`src/hw/rtl/cc3d_pkg.sv`:
```
package cc3d_pkg;

   // Coordinate and derived datapath widths.
   localparam int CW    = 16;            // input coordinate
   localparam int DW    = CW + 1;        // coordinate difference
   localparam int PW    = 2 * DW;        // product of two differences
   localparam int CRW   = PW + 1;        // cross product component
   localparam int CRSQW = 2 * CRW;       // squared cross component
   localparam int CNW   = CRSQW + 2;     // squared cross norm
   localparam int SQW   = 2 * DW + 2;    // squared side length
   localparam int EW    = SQW + 2;       // b2 + c2 - a2 and friends
   localparam int ELW   = EW / 2;        // low split of EW
   localparam int WW    = SQW + 1 + EW;  // barycentric weight
   localparam int WLW   = WW / 2;        // low split of WW
   localparam int SW    = WW + 2;        // weight sum
   localparam int TW    = WW + CW;       // weight times coordinate
   localparam int NW    = TW + 2;        // numerator
   localparam int OW    = 32;            // center coordinate and quotient bits
   localparam int NPW   = NW + 1;        // 2|num| + |sum|
   localparam int DPW   = SW + 1;        // 2|sum|
   localparam int RW    = DPW + OW;      // divider remainder
   localparam int LIMW  = 63;            // limit registers

   localparam int FRONT_STAGES = 10;
   localparam int PT_STAGES    = 7;

   localparam int QAW    = 2;
   localparam int QDEPTH = 1 << QAW;

   localparam int CSRIW = 8;
   localparam int CSRDW = 64;
   localparam logic [CSRIW-1:0] CSR_COLLINEAR_LIMIT  = CSRIW'(0);
   localparam logic [CSRIW-1:0] CSR_WEIGHT_SUM_LIMIT = CSRIW'(1);

   localparam logic [OW-1:0] NEG_LIMIT = {1'b1, {(OW-1){1'b0}}};

   typedef enum logic [1:0] {
      ST_VALID     = 2'd0,
      ST_COLLINEAR = 2'd1,
      ST_WEIGHT    = 2'd2,
      ST_SAT       = 2'd3
   } status_type;

   typedef struct packed {
      logic signed [NW-1:0] num_x;
      logic signed [NW-1:0] num_y;
      logic signed [NW-1:0] num_z;
      logic signed [SW-1:0] wsum;
      status_type           status;
   } item_type;

   typedef struct packed {
      logic full;
      logic empty;
   } qstat_type;

endpackage

```
`src/hw/rtl/cc3d_queue.sv`:
```
module cc3d_queue (
   input  logic                clock,
   input  logic                reset,
   input  logic                push,
   input  logic                pop,
   input  cc3d_pkg::item_type  in_item,
   output cc3d_pkg::item_type  out_item,
   output cc3d_pkg::qstat_type stat
);
   import cc3d_pkg::*;

   item_type         entries_ff [QDEPTH];
   logic [QAW-1:0]   wptr_ff, rptr_ff;
   logic [QAW:0]     count_ff;

   always_ff @(posedge clock) begin
      if (reset) begin
         wptr_ff  <= '0;
         rptr_ff  <= '0;
         count_ff <= '0;
      end else begin
         if (push) wptr_ff <= wptr_ff + 1'b1;
         if (pop)  rptr_ff <= rptr_ff + 1'b1;
         if (push && !pop) begin
            count_ff <= count_ff + 1'b1;
         end else if (pop && !push) begin
            count_ff <= count_ff - 1'b1;
         end
      end
   end

   always_ff @(posedge clock) begin
      if (push) entries_ff[wptr_ff] <= in_item;
   end

   assign out_item   = entries_ff[rptr_ff];
   assign stat.full  = count_ff == (QAW+1)'(QDEPTH);
   assign stat.empty = count_ff == '0;

endmodule

```
`config.mk`:
```
export PLATFORM = sky130hd
export DESIGN_NAME = cc3d_queue
export DESIGN_NICKNAME = d
export VERILOG_FILES = /design/src/hw/rtl/cc3d_pkg.sv /design/src/hw/rtl/cc3d_queue.sv
export SDC_FILE = /design/constraint.sdc
export NUM_CORES = 1
export LEC_CHECK = 0
export BUFFER_PORTS_ARGS = -buffer_cell sky130_fd_sc_hd__buf_2
export CELL_PAD_IN_SITES_DETAIL_PLACEMENT = 0
export CELL_PAD_IN_SITES_GLOBAL_PLACEMENT = 1
export CORE_MARGIN = 5
export CORE_UTILIZATION = 45
export DETAILED_ROUTE_END_ITERATION = 7
export GPL_ROUTABILITY_DRIVEN = 1
export MAX_ROUTING_LAYER = met4
export PLACE_DENSITY = 0.79
export SYNTH_ARGS = -nofsm -noshare
export SYNTH_HDL_FRONTEND = slang
export SYNTH_SLANG_ARGS = --single-unit
```
`constraint.sdc`:
```
create_clock -name clock -period 10.48 [get_ports clock]
set_input_delay 1.572 -clock clock [delete_from_list [all_inputs] [get_ports clock]]
set_output_delay 1.572 -clock clock [all_outputs]
set_load 0.01 [all_outputs]
```
==> results.md <==
* Remaining antenna violation count at 0
* Netlist cell types at 22
* CP Max Fanout at 43
* Final Max Slew Viols at 0
* Achievable frequency at about 170 MHz
* Avg WL per Cell at 25.6 um
* Die Area at between 100000 and 150000 um2
* Post-cts gate resize count at 0
* Crit share post-route at a little under three fifths
* Logic pwr share at under 10%
* Count of state elements after synthesis at ~1400
* DR iter-0 viols at a little under 2000
* Clk pwr share at between 30% and 40%
* Crit-path cells: buf_4, buf_4, mux4_2, buf_2
* Sw Pwr at roughly 2.9 mW
* CTS root buf: clkbuf_16
* Netlist Area Pre-Place at about 52000 um2
* CTS Buf Count at 144
* Total number of H-tree levels at 4
* Final Instance Area at 62000 um2
* Worst EP required at approximately 9 ns
* MaxCap Viol Count at 0
* HP Class: register to register
* P_int at 10.0 mW
* DP Cell Count at slightly above 4000
* Port buffer count at a little over 700
* Grt ovf at 0
* DP Area at roughly 57000 um2
* Reg area at about 43000 um2
* Initial antenna violation count at 53
* Vias post-DR at between 20000 and 25000
* Final setup TNS at 0 ns
* Sequential Power Share at 52.1%
* Initial Util at 45.1%
* Worst hold path depth at 2
* Startpoint Class: register
* Critical path's slowest cell: dfxtp_4
* Gr usage total at roughly 19%
* Clock Skew at ~0.022 ns
* Worst-Skew Late Latency at 0.72 ns
* LEAKAGE at slightly above 20 nW
* WP data arrival at roughly 4.2 ns
* Yosys warns at 0
* Pwr Total at roughly 13 mW
* Global-route wire length before repair at ~160 mm
* Max VDD drop at 0.154 mV
* Fin crit period at slightly below 6 ns
* Detailed-router iteration count before antenna repair at 5
* Vias in the first global route at 25100
* Remaining DRCs at 0
* Worst min-delay path startpoint: count_ff[2]
* P&R area growth vs syn at 18.8%
* Setup-failing EPs final at 0
* Nets at 3088
* Ratio of cells with drive above 1 in the final layout at between 40% and 50%
* Cell count after synthesis at ~1900
* Die span in x at roughly 350 um
* Vias per cell at 5.38
* CTS tree: done
* Critical path's top delay family: buffers and inverters
* R2r setup slk at just under 7 ns
* Slew margin rel. at around a quarter
* Worst-margin pin slew at ~1.1 ns
* Worst hold endpoint: count_ff[2]
* Post-CTS Setup Inserts at 0
* HPWL after detailed placement at ~70 mm
* Syn Area/Cell at roughly 27 um2
* Core area at roughly 120000 um2
* CTS Buffer Depth at 3
* RePlAce Congestion at about 0.80
* Net Sw Frac at about 22%
* Syn nets at 2282
* Setup crit end kind: output port
* CTS clk-pin slew, worst paths at 0.06 ns
* Hold_buf cts at 0
* Filler cell count at about 8700
* Largest net degree at the start of global routing at approximately 140
* CP dominant cell by count: buf_4
* Std-Cell Rows at around 130
* WS Path Type: register to output port
* FF-to-FF End: entries_ff[0][277]
* Sink Count at around 1400
* Critical path buffers and inverters at 3
* Multi-input gate area at 8300 um2
* Final hold viol count at 0
* RSZ-0062 raised after global routing: false
* Crit Reg-Reg Startpoint: wptr_ff[0]
* Die span in y at roughly 350 um
* Pwr Density at roughly 210 nW/um2
* Final wirelength at 113 mm
* Reg2Reg Depth at 5
* # IOs at 722
* CP max stage delay at between 0.9 and 1 ns
* Outcome: completed
* Layout Cells excl Fill at roughly 4400
* Register area share after synthesis at 82.8%
cell families (layout without fill, tap and decap cells):
logic type | Yosys count | count (layout) | synth area share [%]
buffers and inverters | 85 | 995 | 1.34
adders and majority gates | 6 | 6 | 0.158
muxes | 360 | 360 | 15.5
and+or+nand+nor | 15 | 15 | 0.141
DFF | 1441 | 1441 | 82.8
xor gates and xnor gates | 5 | 5 | 0.0840
other | 0 | 46 | 0
AOI/OAI and AO/OA | 2 | 2 | 0.0192
cell usage after synthesis (all sizes together):
library cell | count | share of area, %
xor2 | 3 | 0.050
o21ai | 1 | 0.0096
fa | 1 | 0.038
inv | 4 | 0.029
xnor2 | 2 | 0.034
clkbuf | 7 | 0.050
and2 | 4 | 0.048
dfxtp | 9 | 0.35
a21oi | 1 | 0.0096
edfxtp | 1432 | 82
mux4 | 358 | 15
nor2 | 7 | 0.050
ha | 5 | 0.12
nor3b | 1 | 0.014
or3 | 1 | 0.012
nand2 | 1 | 0.0072
mux2i | 2 | 0.038
buf | 74 | 1.3
nor3 | 1 | 0.0096
area by class of cell:
cell class              count  area share (%)
diodes                     46           0.186
clock buffers             173            6.02
multi-input cells         388            13.4
repair buffers            741            6.29
inverters                   4          0.0242
flip-flops and latches   1441            69.7
well taps                1524            3.08
clock inverters            77            1.32
worst max-delay path by stage:
stage / startpoint / slack [ns] / end / cells past startpoint
2_1_floorplan: push / 0.08 / entries_ff[0][0] / 1
3_3_place_gp: register / 5.39 / out_item[226] / 4
3_5_place_dp: register / 5.32 / out_item[340] / 4
4_1_cts: register / 4.48 / out_item[340] / 4
5_1_grt: register / 4.18 / out_item[340] / 4
6_report: register / 4.71 / out_item[340] / 4
stage by stage:
stage / util, % / setup WS [ns] / hold WS (ns)
6_report: 53.6 / 4.71 / 0.535
5_1_grt: 53.5 / 4.18 / 0.564
4_1_cts: 53.5 / 4.48 / 0.532
3_5_place_dp: 49.5 / 5.32 / 0.524
3_3_place_gp: 49.5 / 5.39 / 0.481
2_1_floorplan: - / 0.0840 / 0.466
sequential cells by signal, summed over array words and instances (netlist names), named ones only:
signal and flops:
count_ff 3, entries_ff 1432, rptr_ff 2, wptr_ff 2
routing by layer:
metal | up-vias | wire (um) | global-route usage (%)
met5 | - | 0 | -
met4 | 0 | 3850 | 7.16
met3 | 216 | 11000 | 6.64
met2 | 1024 | 57100 | 29.7
met1 | 12300 | 40500 | 21.7
li1 | 10000 | - | -
layout by cell type, fill, tap and decap left out, drive strengths merged, types with 2 or more instances in the layout:
cell	n
clkinv	48
clkbuf	173
xnor2	2
buf	741
mux4	358
ha	5
xor2	3
edfxtp	1432
inv	13
dfxtp	9
nor2	7
clkinvlp	8
bufinv	12
and2	4
diode	46
mux2i	2
power groups by stage:
stage	clock network, mW	registers, mW	logic, mW
global route	5.34	6.73	1.29
finish	4.96	6.71	1.21
global placement	0	6.81	1.20
floorplan	0	6.89	0.719
detailed placement	0	6.83	1.22
CTS	5.08	6.71	1.23
worst reg2reg max path, cell delays in order, from the launching register on:
cell,delay (ns)
dfxtp_1,0.35
inv_1,0.10
ha_1,0.16
and2_4,0.86
buf_4,0.93
buf_12,0.67
No activity file was read; power rests on OpenSTA's default activity.
